[src/rtl/core/nrfp_pkg.sv]
// Shared types, constants and helper functions of the RMC field parser.
`timescale 1ns / 1ps
`default_nettype none

package nrfp_pkg;

    // Fields at this position and beyond produce no record.
    localparam int unsigned FIELD_COUNT = 13;
    localparam logic [19:0] VALUE_LIMIT = 20'd999999;

    localparam logic [7:0] POINT_CHAR = 8'h2E;
    localparam logic [7:0] SEPARATOR_RESET = 8'd44;

    localparam logic [3:0] FIELD_LAST_KNOWN = 4'd12;

    localparam int unsigned IN_DATA_W = 8;
    localparam int unsigned OUT_DATA_W = 160;

    typedef enum logic [2:0] {
        KIND_HEADER = 3'd0,
        KIND_UTC    = 3'd1,
        KIND_CHAR   = 3'd2,
        KIND_LAT    = 3'd3,
        KIND_LON    = 3'd4,
        KIND_DEC    = 3'd5,
        KIND_DATE   = 3'd6,
        KIND_TAIL   = 3'd7
    } field_kind_t;

    // Per-sentence working state.
    typedef struct packed {
        logic [3:0]  field_counter;
        logic [7:0]  char_position;
        logic [19:0] accum_a;
        logic [19:0] accum_b;
        logic [19:0] accum_c;
        logic [19:0] accum_d;
        logic        point_seen;
        logic [7:0]  first_seen_char;
        logic [63:0] text_shift;
    } parse_state_t;

    // One decoded field record.
    typedef struct packed {
        logic [3:0]  field_index;
        logic        present;
        logic [19:0] part_a;
        logic [19:0] part_b;
        logic [19:0] part_c;
        logic [19:0] part_d;
        logic [7:0]  first_char;
        logic [63:0] text;
        logic        last_of_sentence;
    } field_rec_t;

    function automatic field_kind_t kind_of(input logic [3:0] idx);
        field_kind_t k;
        begin
            unique case (idx)
                4'd0:    k = KIND_HEADER;
                4'd1:    k = KIND_UTC;
                4'd3:    k = KIND_LAT;
                4'd5:    k = KIND_LON;
                4'd7:    k = KIND_DEC;
                4'd8:    k = KIND_DEC;
                4'd9:    k = KIND_DATE;
                4'd10:   k = KIND_DEC;
                4'd12:   k = KIND_TAIL;
                default: k = KIND_CHAR;
            endcase
            return k;
        end
    endfunction

    // Appends one decimal digit and saturates; other characters leave the value.
    function automatic logic [19:0] add_digit(input logic [19:0] acc, input logic [7:0] ch);
        logic [23:0] v;
        begin
            v = {1'b0, acc, 3'b000} + {3'b000, acc, 1'b0} + {20'd0, ch[3:0]};
            if (ch < 8'h30 || ch > 8'h39)
                return acc;
            else if (v > {4'd0, VALUE_LIMIT})
                return VALUE_LIMIT;
            else
                return v[19:0];
        end
    endfunction

endpackage

`default_nettype wire

[src/rtl/core/nrfp_field_decode.sv]
// Combinational step: folds one character into the field state and forms the record.
`timescale 1ns / 1ps
`default_nettype none

module nrfp_field_decode
    import nrfp_pkg::*;
(
    input  parse_state_t state_cur,
    input  logic [7:0]   char_code,
    input  logic         end_of_sentence,
    input  logic [7:0]   separator_char,
    output parse_state_t state_next,
    output field_rec_t   rec,
    output logic         rec_valid
);

    logic         is_sep;
    logic         active;
    parse_state_t taken;
    logic [7:0]   p;
    logic [2:0]   byte_idx;

    assign is_sep = (char_code == separator_char);
    assign active = (state_cur.field_counter < 4'(FIELD_COUNT));
    assign p = state_cur.char_position;

    always_comb
    begin
        taken = state_cur;
        byte_idx = 3'd0;
        if (active && !is_sep)
        begin
            if (p == 8'd0)
                taken.first_seen_char = char_code;
            unique case (kind_of(state_cur.field_counter))
                KIND_HEADER:
                begin
                    byte_idx = p[2:0];
                    if (p < 8'd8)
                        taken.text_shift = state_cur.text_shift
                            | ({56'd0, char_code} << {byte_idx, 3'b000});
                end
                KIND_TAIL:
                begin
                    byte_idx = 3'(p - 8'd1);
                    if (p >= 8'd1 && p <= 8'd8)
                        taken.text_shift = state_cur.text_shift
                            | ({56'd0, char_code} << {byte_idx, 3'b000});
                end
                KIND_UTC:
                begin
                    if (p < 8'd2)
                        taken.accum_a = add_digit(state_cur.accum_a, char_code);
                    else if (p < 8'd4)
                        taken.accum_b = add_digit(state_cur.accum_b, char_code);
                    else if (p < 8'd6)
                        taken.accum_c = add_digit(state_cur.accum_c, char_code);
                    else if (p >= 8'd7)
                        taken.accum_d = add_digit(state_cur.accum_d, char_code);
                end
                KIND_LAT:
                begin
                    if (p < 8'd2)
                        taken.accum_a = add_digit(state_cur.accum_a, char_code);
                    else if (p < 8'd4)
                        taken.accum_b = add_digit(state_cur.accum_b, char_code);
                    else if (p >= 8'd5)
                        taken.accum_c = add_digit(state_cur.accum_c, char_code);
                end
                KIND_LON:
                begin
                    if (p < 8'd3)
                        taken.accum_a = add_digit(state_cur.accum_a, char_code);
                    else if (p < 8'd5)
                        taken.accum_b = add_digit(state_cur.accum_b, char_code);
                    else if (p >= 8'd6)
                        taken.accum_c = add_digit(state_cur.accum_c, char_code);
                end
                KIND_DATE:
                begin
                    if (p < 8'd2)
                        taken.accum_a = add_digit(state_cur.accum_a, char_code);
                    else if (p < 8'd4)
                        taken.accum_b = add_digit(state_cur.accum_b, char_code);
                    else
                        taken.accum_c = add_digit(state_cur.accum_c, char_code);
                end
                KIND_DEC:
                begin
                    // Only the first point splits integer from fraction.
                    if (char_code == POINT_CHAR && !state_cur.point_seen)
                        taken.point_seen = 1'b1;
                    else if (state_cur.point_seen)
                        taken.accum_b = add_digit(state_cur.accum_b, char_code);
                    else
                        taken.accum_a = add_digit(state_cur.accum_a, char_code);
                end
                default:
                begin
                end
            endcase
            if (p != 8'hFF)
                taken.char_position = p + 8'd1;
        end
    end

    assign rec_valid = (is_sep || end_of_sentence) && active;

    always_comb
    begin
        rec.field_index = taken.field_counter;
        rec.present = (taken.char_position != 8'd0);
        rec.part_a = taken.accum_a;
        rec.part_b = taken.accum_b;
        rec.part_c = taken.accum_c;
        rec.part_d = taken.accum_d;
        rec.first_char = taken.first_seen_char;
        rec.text = taken.text_shift;
        rec.last_of_sentence = end_of_sentence;
    end

    always_comb
    begin
        state_next = taken;
        if (end_of_sentence || is_sep)
        begin
            state_next = '0;
            if (!end_of_sentence && active)
                state_next.field_counter = state_cur.field_counter + 4'd1;
            else if (!end_of_sentence)
                state_next.field_counter = state_cur.field_counter;
        end
    end

endmodule

`default_nettype wire

[src/rtl/core/nmea_rmc_field_parser.sv]
// Top level of the RMC sentence field parser: input register, decode step, result register.
`timescale 1ns / 1ps
`default_nettype none

// Takes an RMC sentence one character per word on the slave stream (tlast marks the
// sentence's last character) and sends one record word per finished field on the master
// stream, with tlast set on the record of the sentence's final field. A new character is
// accepted in every cycle unless a record waits for the master; a record's closing character
// passes through the input register and then the decode step, which feeds the result register.
// Throughput is set only by the master side: while a record waits for the master, the
// decode step stops and the input register holds one more character; with the master
// ready, a character can follow in every cycle. The separator register may be
// rewritten only while no character is in flight.
module nmea_rmc_field_parser
    import nrfp_pkg::*;
(
    input  wire logic                  clk,
    input  wire logic                  rst_n,
    input  wire logic                  cfg_we,
    input  wire logic [7:0]            cfg_data,
    input  wire logic                  s_axis_tvalid,
    output logic                       s_axis_tready,
    input  wire logic [IN_DATA_W-1:0]  s_axis_tdata,   // [7:0] char_code
    input  wire logic                  s_axis_tlast,   // end_of_sentence
    output logic                       m_axis_tvalid,
    input  wire logic                  m_axis_tready,
    // [3:0] field_index, [4] present, [24:5] part_a, [44:25] part_b, [64:45] part_c,
    // [84:65] part_d, [92:85] first_char, [156:93] text, [159:157] zero
    output logic [OUT_DATA_W-1:0]      m_axis_tdata,
    output logic                       m_axis_tlast    // last_of_sentence
);

    logic         in_valid_reg;
    logic [7:0]   in_char_reg;
    logic         in_eos_reg;
    logic [7:0]   separator_reg;
    parse_state_t state_reg;
    parse_state_t state_next;
    field_rec_t   rec_next;
    logic         rec_valid;
    logic         out_valid_reg;
    field_rec_t   out_rec_reg;
    logic         can_advance;
    logic         step;

    assign can_advance = !out_valid_reg || m_axis_tready;
    assign step = in_valid_reg && can_advance;
    assign s_axis_tready = !in_valid_reg || can_advance;

    always_ff @(posedge clk or negedge rst_n)
    begin
        if (!rst_n)
            separator_reg <= SEPARATOR_RESET;
        else if (cfg_we)
            separator_reg <= cfg_data;
    end

    always_ff @(posedge clk or negedge rst_n)
    begin
        if (!rst_n)
            in_valid_reg <= 1'b0;
        else if (s_axis_tready)
            in_valid_reg <= s_axis_tvalid;
    end

    always_ff @(posedge clk)
    begin
        if (s_axis_tready && s_axis_tvalid)
        begin
            in_char_reg <= s_axis_tdata[7:0];
            in_eos_reg <= s_axis_tlast;
        end
    end

    nrfp_field_decode u_decode (
        .state_cur       (state_reg),
        .char_code       (in_char_reg),
        .end_of_sentence (in_eos_reg),
        .separator_char  (separator_reg),
        .state_next      (state_next),
        .rec             (rec_next),
        .rec_valid       (rec_valid)
    );

    always_ff @(posedge clk or negedge rst_n)
    begin
        if (!rst_n)
            state_reg <= '0;
        else if (step)
            state_reg <= state_next;
    end

    always_ff @(posedge clk or negedge rst_n)
    begin
        if (!rst_n)
            out_valid_reg <= 1'b0;
        else if (can_advance)
            out_valid_reg <= step && rec_valid;
    end

    always_ff @(posedge clk)
    begin
        if (step && rec_valid)
            out_rec_reg <= rec_next;
    end

    assign m_axis_tvalid = out_valid_reg;
    assign m_axis_tlast = out_rec_reg.last_of_sentence;
    assign m_axis_tdata = {3'b000, out_rec_reg.text, out_rec_reg.first_char,
                           out_rec_reg.part_d, out_rec_reg.part_c, out_rec_reg.part_b,
                           out_rec_reg.part_a, out_rec_reg.present, out_rec_reg.field_index};

    // The field counter stops at the first position that yields no record.
    a_counter_bound: assert property (@(posedge clk) disable iff (!rst_n)
        state_reg.field_counter <= 4'(FIELD_COUNT))
        else $error("field counter ran past its limit");

    a_eos_clears: assert property (@(posedge clk) disable iff (!rst_n)
        (step && in_eos_reg) |=> (state_reg.field_counter == 4'd0
                                  && state_reg.char_position == 8'd0))
        else $error("state not cleared after end of sentence");

    a_index_range: assert property (@(posedge clk) disable iff (!rst_n)
        out_valid_reg |-> (out_rec_reg.field_index <= FIELD_LAST_KNOWN))
        else $error("record issued for a dropped field");

    a_input_held: assert property (@(posedge clk) disable iff (!rst_n)
        (in_valid_reg && !can_advance) |=> (in_valid_reg && $stable(in_char_reg)
                                            && $stable(in_eos_reg)))
        else $error("waiting character lost");

    a_result_held: assert property (@(posedge clk) disable iff (!rst_n)
        (out_valid_reg && !m_axis_tready) |=> (out_valid_reg && $stable(out_rec_reg)))
        else $error("pending record overwritten");

endmodule

`default_nettype wire
[config.mk]
export PLATFORM = sky130hd
export DESIGN_NAME = nmea_rmc_field_parser
export DESIGN_NICKNAME = d
export VERILOG_FILES = /design/src/rtl/core/nrfp_pkg.sv /design/src/rtl/core/nrfp_field_decode.sv /design/src/rtl/core/nmea_rmc_field_parser.sv
export SDC_FILE = /design/constraint.sdc
export NUM_CORES = 1
export LEC_CHECK = 0
export BUFFER_PORTS_ARGS = -buffer_cell sky130_fd_sc_hd__buf_2
export CAP_MARGIN = 0
export CORE_MARGIN = 2
export CORE_UTILIZATION = 25
export DETAILED_ROUTE_END_ITERATION = 10
export GPL_TIMING_DRIVEN = 1
export SLEW_MARGIN = 20
export SYNTH_ARGS = -nofsm -noshare
export SYNTH_HDL_FRONTEND = slang
export SYNTH_HIERARCHICAL = 1
export SYNTH_SLANG_ARGS = --single-unit
[constraint.sdc]
create_clock -name clk -period 11.45 [get_ports clk]
set_input_delay 2.8625 -clock clk [delete_from_list [all_inputs] [get_ports clk]]
set_output_delay 2.8625 -clock clk [all_outputs]
set_load 0.05 [all_outputs]
Yosys cells after proc, flatten, opt, wreduce, memory -nomap -nowiden
Memory sizes are Yosys's and may differ from the RTL's.
Index checks and enable logic that the tools add are counted.
{"block": "op_classes", "n_shift": 2, "n_bitwise": 2, "n_mux": 43, "n_reduce_logical": 26, "n_lt_le_gt_ge": 18, "n_addsub": 11, "n_eq_ne": 9}
{"op": "$mux 20", "count": 23}
{"op": "$mux 161", "count": 2}
{"op": "$mux 40", "count": 5}
{"op": "$pmux 40 s5", "count": 1}
{"op": "$mux 64", "count": 2}
{"op": "$or 64x64->64", "count": 2}
{"op": "$pmux 64 s2", "count": 1}
{"op": "$shl 8x6->64", "count": 2}
{"op": "$add 23x21->24", "count": 4}
{"op": "$add 24x4->24", "count": 4}
{"op": "$gt 24x20->1 const B", "count": 4}
{"op": "$pmux 20 s4", "count": 1}
{"op": "$mux 60", "count": 1}
{"op": "$ge 8x3->1 const B", "count": 3}
{"op": "$lt 8x3->1 const B", "count": 3}
{"op": "$lt 8x2->1 const B", "count": 2}
{"op": "$mux 8", "count": 2}
{"op": "$eq 3x3->1 const B", "count": 4}
{"op": "$add 8x1->8 const B", "count": 1}
{"op": "$eq 8x6->1 const B", "count": 1}
{"op": "$eq 8x8->1", "count": 1}
{"op": "$ge 8x1->1 const B", "count": 1}
{"op": "$gt 8x6->1 const B", "count": 1}
{"op": "$le 8x4->1 const B", "count": 1}
{"op": "other kinds (20)", "count": 39}
{"block": "word_totals", "ff_bits": 342, "mem_count": 1, "romBits": 48, "input_bits": 22, "word_cells": 135}
{"memory": "(no name shown)", "words": 16, "width": 3, "rd": 1, "rd_clocked_by_memory_dff": 0, "wr": 0, "line_no": "nrfp_pkg.sv:59", "rtl": "unique case (idx)"}

Depth between registers and ports, before layout
Gate-level depths: netlist of run 1.
{"block": "logic_depth", "ltp_word": 12, "ltp_mapped": 16}

Modules after synthesis
The synthesis of run 1 kept the hierarchy.
{"module": "nmea_rmc_field_parser", "instances": 1, "area_each_um2": 12235.5, "cells_per_inst": 547}
{"module": "nrfp_field_decode", "instances": 1, "area_each_um2": 10827.9, "cells_per_inst": 1592}

Least setup slack after synthesis of run 1
OpenSTA, ideal clock, no wires.
{"block": "synth_timing", "path_kind": "input port to flip-flop", "start": "in m_axis_tready", "end": "reg out_rec_reg (netlist bit m_axis_tdata[0]), enable pin", "slack_ns": 1.309, "path_buffers": 0, "t_arrival_ns": 9.464, "path_stages": 2, "cell_sequence": "nor2b_1 -> nor2_1"}
{"block": "synth_via", "elab_chain_cells": 3}
{"item": "start: declaration", "line_no": "nmea_rmc_field_parser.sv:26", "rtl": "input wire logic m_axis_tready,"}
{"item": "$logic_or 1x1->1", "line_no": "nmea_rmc_field_parser.sv:46", "rtl": "assign can_advance = !out_valid_reg || m_axis_tready;"}
{"item": "$logic_and 1x1->1", "line_no": "nmea_rmc_field_parser.sv:47", "rtl": "assign step = in_valid_reg && can_advance;"}
{"item": "$logic_and 1x1->1", "line_no": "nmea_rmc_field_parser.sv:103", "rtl": "if (step && rec_valid)"}
{"item": "end signal: assignment", "line_no": "nmea_rmc_field_parser.sv:104", "rtl": "out_rec_reg <= rec_next;"}
{"item": "end: declaration", "line_no": "nmea_rmc_field_parser.sv:42", "rtl": "field_rec_t out_rec_reg;"}
No other way between the ends.
A chain may end at the register's enable or synchronous reset.

Worst setup path after layout of run 1
{"block": "layout_timing", "start": "in m_axis_tready", "end": "out s_axis_tready"}
{"block": "layout_via", "elab_chain_cells": 2}
{"item": "$logic_or 1x1->1", "line_no": "nmea_rmc_field_parser.sv:46"}
{"item": "$logic_or 1x1->1", "line_no": "nmea_rmc_field_parser.sv:48", "rtl": "assign s_axis_tready = !in_valid_reg || can_advance;"}
{"item": "end: declaration", "line_no": "nmea_rmc_field_parser.sv:22", "rtl": "output logic s_axis_tready,"}
No other way between the ends.

==> results of run 1 <==
-- synthesized netlist by cell type (21+ instances only) --
library cell,count
sky130_fd_sc_hd__nor3_1,31
sky130_fd_sc_hd__clkbuf_1,70
sky130_fd_sc_hd__a31o_2,50
sky130_fd_sc_hd__ha_1,162
sky130_fd_sc_hd__and2_1,103
sky130_fd_sc_hd__dfrtp_1,172
sky130_fd_sc_hd__mux2_4,150
sky130_fd_sc_hd__xor2_1,27
sky130_fd_sc_hd__a21oi_1,158
sky130_fd_sc_hd__nor2_1,136
sky130_fd_sc_hd__a21o_1,53
sky130_fd_sc_hd__nand3_1,52
sky130_fd_sc_hd__edfxtp_1,167
sky130_fd_sc_hd__o21a_1,24
sky130_fd_sc_hd__inv_1,58
sky130_fd_sc_hd__nand2_1,135
sky130_fd_sc_hd__o21ai_0,65
sky130_fd_sc_hd__xnor2_1,46
sky130_fd_sc_hd__mux2_2,31
sky130_fd_sc_hd__o211ai_1,21
sky130_fd_sc_hd__nand4_1,25
sky130_fd_sc_hd__a211oi_1,42
-- cell families after synthesis --
kind of cell / after synthesis / synth area share
and+or+nand+nor: 607 / 0.1393
AOI/OAI and AO/OA: 577 / 0.1734
DFF: 342 / 0.4075
muxes: 193 / 0.1180
buffers and inverters: 176 / 0.03906
adders and majority gates: 170 / 0.09483
xor gates and xnor gates: 73 / 0.02772
other: 1 / 0.0001626
-- power groups by stage --
stage | sequential [mW] | clock, mW | combinational [mW]
after global routing | 1.56 | 1.53 | 1.31
after CTS | 1.55 | 1.49 | 1.21
final | 1.54 | 1.43 | 1.21
after detailed placement | 1.57 | 0 | 1.20
after floorplan | 1.71 | 0 | 0.772
after global placement | 1.57 | 0 | 1.19
-- routing by layer --
metal,GRT usage,up-vias,part of all wire
li1,-,8267,-
met2,0.2222,415,0.46
met3,0.02271,80,0.050
met5,0,-,0.00015
met1,0.1892,8686,0.47
met4,0.03846,2,0.023
-- worst min path at each step --
stage	from	slack [ns]	end	depth (start not counted)
final	state_reg[63]	0.50	state_reg[63]	1
after global routing	state_reg[71]	0.51	state_reg[71]	1
after CTS	state_reg[71]	0.50	state_reg[71]	1
after detailed placement	state_reg[71]	0.49	state_reg[71]	1
after global placement	state_reg[63]	0.48	state_reg[63]	1
after floorplan	state_reg[63]	0.47	state_reg[63]	1
-- cell type report --
cell class	instances	area [um^2]
clock inverters	22	259.0
multi-input cells	1623	12810
inverters	59	221.5
flip-flops and latches	342	9398
repair buffers	196	1044
well taps	1186	1484
clock buffers	57	1189
fillers	9435	65120
-- stage by stage --
stage / hold WS (ns) / setup slack (ns) / util / std cells
floorplan: 0.4733 / 1.309 / - / 2141
global placement: 0.4817 / 4.969 / 0.2725 / 3405
detailed placement: 0.4897 / 5.010 / 0.2726 / 3405
CTS: 0.5038 / 5.008 / 0.2884 / 3484
global route: 0.5148 / 4.947 / 0.2885 / 3485
finish: 0.4990 / 5.015 / 0.2885 / 3485
-- worst reg2reg max path: stages (launching register included) --
cell and delay (ns):
sky130_fd_sc_hd__edfxtp_1 0.32, sky130_fd_sc_hd__buf_4 0.31, sky130_fd_sc_hd__inv_1 0.30, sky130_fd_sc_hd__fa_1 0.55
sky130_fd_sc_hd__inv_1 0.06, sky130_fd_sc_hd__fa_1 0.42, sky130_fd_sc_hd__a211oi_1 0.37, sky130_fd_sc_hd__o211ai_1 0.23
sky130_fd_sc_hd__o211ai_1 0.23, sky130_fd_sc_hd__a311oi_1 0.14, sky130_fd_sc_hd__nor4_1 0.35, sky130_fd_sc_hd__o311ai_0 0.34
sky130_fd_sc_hd__nor4b_4 0.49, sky130_fd_sc_hd__nand2_1 0.39, sky130_fd_sc_hd__o221a_2 0.36, sky130_fd_sc_hd__mux2_4 0.26
-- placed cells by master (no fill, tap or decap), types with 27 or more instances in the layout --
cell type                   count
sky130_fd_sc_hd__buf_2        180
sky130_fd_sc_hd__nor2_1       134
sky130_fd_sc_hd__nand3_1       52
sky130_fd_sc_hd__clkbuf_16     43
sky130_fd_sc_hd__ha_1         162
sky130_fd_sc_hd__inv_1         58
sky130_fd_sc_hd__a211oi_1      42
sky130_fd_sc_hd__a21oi_1      158
sky130_fd_sc_hd__edfxtp_1     167
sky130_fd_sc_hd__xnor2_1       46
sky130_fd_sc_hd__dfrtp_1      172
sky130_fd_sc_hd__mux2_4       150
sky130_fd_sc_hd__nand2_1      135
sky130_fd_sc_hd__a31o_2        50
sky130_fd_sc_hd__mux2_2        31
sky130_fd_sc_hd__o21ai_0       65
sky130_fd_sc_hd__nor3_1        31
sky130_fd_sc_hd__xor2_1        27
sky130_fd_sc_hd__and2_1       103
sky130_fd_sc_hd__a21o_1        53
==> results, run 1 <==
- The leakage power figure is 12.06 nW.
- The worst setup path is launched from an input pin.
- The clock skew is 0.02502 ns.
- The per-instance average area after synthesis is 10.78 um^2.
- The H-tree was split into 2 levels.
- The number of buffers and inverters on the critical path is 2.
- The most critical setup path has its endpoint at s_axis_tready.
- TritonCTS built the clock tree.
- Entering global routing, the biggest net connects 148 pins.
- The first-pass GRT wire length is ~100000 um.
- During I/O placement, the number of pins put on the boundary was 185.
- The fraction of layout cells with a size suffix above 1 is 0.2349.
- The highest-delay cell along the critical path is sky130_fd_sc_hd__buf_2.
- The endpoint identified for the worst register-to-register timing path is state_reg[114].
- The part of the cycle the worst path needs is 0.5620.
- From bottom edge to top edge, the die measures 307.7 um.
- The completed layout was analyzed and its total power is 4.181 mW.
- The startpoint of the most critical register-to-register path is in_char_reg[3].
- The kind of end point of the critical path is a primary output.
- The maximum ir drop on the vdd rail is a little over 0.09 mV.
- The count of input and output buffers is 181.
- The starting DRC count in detailed routing is roughly 1300.
- In this run the register-to-register setup slack is 6.22 ns.
- The proportion of synthesized chip area in sequential cells is 0.4075.
- The signal arrival time at the worst endpoint is around 3.6 ns.
- The worst slew margin relative to its limit is 0.2739.
- The clock passes through at most 3 buffers.
- Tracing the worst setup path back leads to its startpoint at m_axis_tready.
- The run finished with clean final reports.
- The number of DRC violations after detailed routing is 0.
- The maximum fanout along the worst path is 3.
- The number of antenna violations at the first check in global routing is 4.
- In the final timing run, aggregate negative setup slack is 0 ns.
- The total routing usage reported by global routing is 0.1377.
- Dividing the detail-routed wire length by the instance count gives 19.10 um.
- The clock root buffer is sky130_fd_sc_hd__clkbuf_16.
- In the synthesized netlist, the number of instances is ~2100.
- The placed instance area is ~25000 um^2.
- The number of hold buffers added after CTS was 0.
- The total routed wirelength is 66580 um.
- Detailed placement finished with a half-perimeter wire length of 45700 um.
- The relative area change from synthesis to final layout is 14.49%.
- The count of final hold-check violations is 0.
- The detail route stage leaves a number of antenna-violating nets equal to 0.
- The leading register cell type out of synthesis is sky130_fd_sc_hd__dfrtp_1.
- The via count normalized by instance count is ~5.0.
- At the end of routability-driven placement, the weighted congestion stood at between 0.8 and 0.9.
- The number of clock buffers added by TritonCTS is 43.
- The clock insertion delay at the later pin of the skew report is 0.60 ns.
- Yosys mapped the design onto 107 distinct sky130hd cell types.
- Detailed routing inserted a total of 17450 vias.
- The number of warnings printed during yosys synthesis is 6.
- In this run the power density over the cells is 158.3 nW/um^2.
- The clock net in this run drives a total of 342 sinks.
- Of all cell types, the one taking the most synthesized area is sky130_fd_sc_hd__edfxtp_1.
- The synthesized netlist occupies a cell area of 23060 um^2.
- In this design, the critical path's most frequently occurring cell is sky130_fd_sc_hd__buf_2.
- The share of total power dissipated in the clock network is 0.342.
- The switching fraction of total power is 0.3535.
- The net count reported at finish is 2457.
- The number of gates resized after CTS is 0.
- Subtracting the final worst setup slack from the clock period gives ~6.4 ns.
- The total inserted antenna cells is 0.
- The area of the core is 91520 um^2.
- The critical path in this run is classified as input pin to primary output.
- At the pin with the least slew margin, the transition time is 1.081 ns.
- The number of cells on the critical path is 4.
- The kind of path behind the tightest hold check is register to register.
- The count of pins over their slew limit is 0.
- The share of total power dissipated in combinational logic is 0.289.
- STA puts the critical path data required time at 8.59 ns.
- The total overflow left after global routing is 0.
- The sequential fraction of design power is 0.369.
- The area share of the largest cell type after synthesis is 0.2174.
- From left edge to right edge, the die measures 307.7 um.
- The kind of cell with the highest combined delay on the critical path is simple AND/OR/NAND/NOR gates.
- The tool flagged a number of max-cap violations equal to 0.
- The worst register-to-register path has a depth of 15.
- The number of enable flip-flop cells after synthesis is 167.
- The initial core utilization is 0.2520.
- The count of state elements after synthesis is 342.
- The total net switching power is 1.478 mW.
- The die footprint is around 95000 um^2.
- The register with the most flip-flops in the layout has 165 of them.
- The setup-violating endpoint count in the final report is 0.
- After synthesis, the cell types taking the most area are sky130_fd_sc_hd__edfxtp_1 (22%), sky130_fd_sc_hd__dfrtp_1 (19%), sky130_fd_sc_hd__mux2_4 (9.8%).
- In this run the post-CTS setup repair buffer count came out at 0.
- The via count of the first global-routing pass is 17070.
- Counting flops with an async set or reset pin after synthesis yields a share of 0.5117.
- The cell-internal power is 2.703 mW.
- The register clock-pin slew on the reported worst setup and hold paths is 0.06 ns.
- The highest achievable clock rate is 0.1554 GHz.
- The floorplan has around 110 rows.
- The highest cell delay on the worst timing path is 0.23 ns.
- Once layout is done, the placed cells without fillers occupy 26410 um^2.
- For this run, the detailed router's first-pass iteration total came to 5.
- Setup repair after global routing left no endpoint under its margin.
- The critical path goes through buf_2, nor2b_1, nand2_1, buf_2.
No activity file was read; power rests on OpenSTA's default activity.
==> inputs of run 2 (changes only) <==
- clock period: 11.45 -> 5.3 ns (I/O delays scaled with it)
==> results, run 2 (synthesis results as in run 1) <==
- The via count of the first global-routing pass is 17050 (-0.16%).
- The count of pins over their slew limit is 0 (unchanged).
- The power density over the cells is 338.6 nW/um^2 (+110%).
- The initial core utilization is 0.2520 (unchanged).
- The clock insertion delay at the later pin of the skew report is 0.58 ns (-0.02 ns).
- The signal arrival time at the worst endpoint is 5.21 ns (+1.64 ns).
- The leakage power figure was 12.15 nW (+0.72%).
- The count of placed standard cells including taps is 3422 (+0.50%).
- The total global routing overflow is 0 (unchanged).
- The worst slew margin relative to its limit was 0.3815 (+0.1076).
- The detailed-router iteration count before antenna repair is 6 (+1).
- The hold-critical path depth came to 1 (unchanged).
- The cell count of the worst reg-to-reg path is 13 (-2).
- STA classifies the critical path endpoint as a register.
- The register clock-pin slew on the reported worst setup and hold paths is 0.06 ns (about the same).
- The half-perimeter wire length after placement came to 47760 um (+4.5%).
- The overall power was 8.990 mW (+120%).
- The detailed-route wire length per cell is 19.06 um (-0.25%).
- The die outline height is 307.7 um (unchanged).
- The setup-violating endpoint count in the final report is 0 (unchanged).
- The launching element type of the critical path is a register.
- The library cells used most frequently in the layout, excluding fill and tap cells, are sky130_fd_sc_hd__buf_2 (180), sky130_fd_sc_hd__dfrtp_1 (172), sky130_fd_sc_hd__edfxtp_1 (167).
- Setup repair after global routing left no endpoint under its margin.
- The maximum fanout along the worst path is 14 (+11).
- The maximum ir drop on the vdd rail is 0.2280 mV (+150%).
- The accumulated negative setup slack is 0 ns (unchanged).
- The worst hold margin is 0.5014 ns (+0.002427 ns).
- The count of input and output buffers is 181 (unchanged).
- The number of standard-cell rows in the floorplan was 111 (unchanged).
- The final RePlAce weighted congestion is 0.8781 (+1.2%).
- The number of buffers created by CTS is 43 (unchanged).
- The number of DRC violations after detailed routing was 0 (unchanged).
- The total inserted antenna cells is 0 (unchanged).
- Clock tree synthesis selected as its root buffer the cell sky130_fd_sc_hd__clkbuf_16.
- The clock sink total was 342 (unchanged).
- The min-delay analysis places its worst path in the category register to register.
- The fraction of layout cells with a size suffix above 1 is 0.2396 (+0.004753).
- The clock skew is 0.02423 ns (-0.0007887 ns).
- The area of the core is 91520 um^2 (unchanged).
- The total routed wirelength is 66730 um (+0.23%).
- The number of gates resized after CTS is 0 (unchanged).
- The utilization after layout is 0.2901 (+0.001599).
- The area growth from synthesis to layout is 15.12%.
- The worst register-to-register path ends at state_reg[134].
- The buffers inserted during post-CTS setup optimization is 0 (unchanged).
- The top-level port count is 185 (unchanged).
- The flop-to-flop setup slack is 0.55 ns (-5.67 ns).
- After layout, the minimum clock period comes to 4.754 ns.
- The worst hold path begins at state_reg[63].
- The required arrival time at the worst endpoint is 5.76 ns (-2.83 ns).
- The measured slew at the worst slew-check pin came to 0.9278 ns (-0.1530 ns).
- The starting DRC count in detailed routing is 1341 (+4.9%).
- The capture endpoint of the worst hold path is state_reg[63].
- The count of final hold-check violations was 0 (unchanged).
- The depth of the CTS H-tree is 2 (unchanged).
- The number of buffers on the longest clock path is 3 (unchanged).
- The commonest non-fill, non-tap cell in the layout is sky130_fd_sc_hd__buf_2.
- The die footprint is 94700 um^2 (unchanged).
- The filler cell count came to 9454 (+0.20%).
- The net count reported at finish is 2473 (+0.65%).
- The flow ran to the end, and the final reports show no timing, DRC or antenna violations.
- The remaining number of nets flagged by the antenna check after routing is 0 (unchanged).
- The number of buffers inserted for hold repair after clock tree synthesis is 0 (unchanged).
- The final cell count without fillers is 3502 (+0.49%).
- The via count normalized by instance count came to 4.994 (-0.26%).
- TritonCTS built the clock tree.
- The die boundary width is 307.7 um (unchanged).
- In the finished design, the share of the clock period the worst path needs comes to 0.8969.
- The startpoint-to-endpoint class of the critical path is register to register.
- The largest net degree at the start of global routing came to 88 (-41%).
- The number of antenna violations at the first check in global routing is 1 (-3).
- The number of flip-flops under the largest register name was 165 (unchanged).
- The first-pass GRT wire length came to 102300 um (+0.39%).
- The highest achievable clock rate is 0.2104 GHz.
- The worst register-to-register path begins at in_char_reg[2].
- The number of max-cap violations came to 0 (unchanged).
- The total via count in the routed design is 17490 (+0.23%).
- The total routing usage reported by global routing is 0.1374 (-0.0003224).
==> run 2: changes by cell type in the layout (fill, tap and decap cells not counted), sizes merged <==
cell / previous run / this run
clkinv: 11 / 16
buf: 195 / 211
bufinv: 4 / 5
inv: 64 / 60
clkinvlp: 2 / 1
==> run 2: worst max-delay path, cell delays in order, from the launching register on <==
cell                       delay, ns
sky130_fd_sc_hd__edfxtp_1       0.58
sky130_fd_sc_hd__ha_1           0.36
sky130_fd_sc_hd__ha_1           0.22
sky130_fd_sc_hd__fa_1           0.49
sky130_fd_sc_hd__a211oi_1       0.32
sky130_fd_sc_hd__o211ai_1       0.25
sky130_fd_sc_hd__a21oi_1        0.36
sky130_fd_sc_hd__o311ai_0       0.24
sky130_fd_sc_hd__mux2i_1        0.24
sky130_fd_sc_hd__o21ai_0        0.22
sky130_fd_sc_hd__nor3_4         0.33
sky130_fd_sc_hd__and2_1         0.57
sky130_fd_sc_hd__a211oi_1       0.16
sky130_fd_sc_hd__mux2_4         0.30
==> run 2: how the worst max path moves through the flow <==
stage	slack, ns	depth (start not counted)	end	start
4_1_cts	0.60	13	state_reg[134]	in_char_reg[2]
5_1_grt	0.22	13	state_reg[134]	in_char_reg[2]
6_report	0.55	13	state_reg[134]	in_char_reg[2]
2_1_floorplan	1.08	7	m_axis_tdata[0]	in_char_reg[2]
3_3_place_gp	0.70	13	state_reg[134]	in_char_reg[2]
3_5_place_dp	0.61	13	state_reg[136]	in_char_reg[2]
==> run 2: per-stage QoR <==
stage,area (um^2),setup WS [ns]
5_1_grt,26550,0.2161
6_report,26550,0.5464
4_1_cts,26540,0.6019
2_1_floorplan,23080,1.077
3_5_place_dp,25100,0.6126
3_3_place_gp,25100,0.7007
==> run 2: layout make-up <==
class,instances,area (um^2),area share
multi-input cells,1623,12810,0.4824
flip-flops and latches,342,9398,0.3539
well taps,1186,1484,0.05589
repair buffers,212,1197,0.04510
clock buffers,57,1159,0.04364
clock inverters,23,285.3,0.01074
inverters,59,221.5,0.008341
==> run 2: metal layers <==
layer  part of all wire  vias to the layer above  global-route usage
li1                   -                     8314                   -
met1               0.47                     8627              0.1921
met2               0.46                      463              0.2201
met3              0.050                       86             0.02051
met4              0.023                        0             0.03664
met5                  0                        -                   0
==> run 2: power by group <==
group          total [mW]  leakage [nW]  internal, mW  switching, mW
logic                2.62          7.44         0.934           1.69
clock network        3.03         0.704          1.80           1.23
registers            3.34          4.00          3.12          0.223
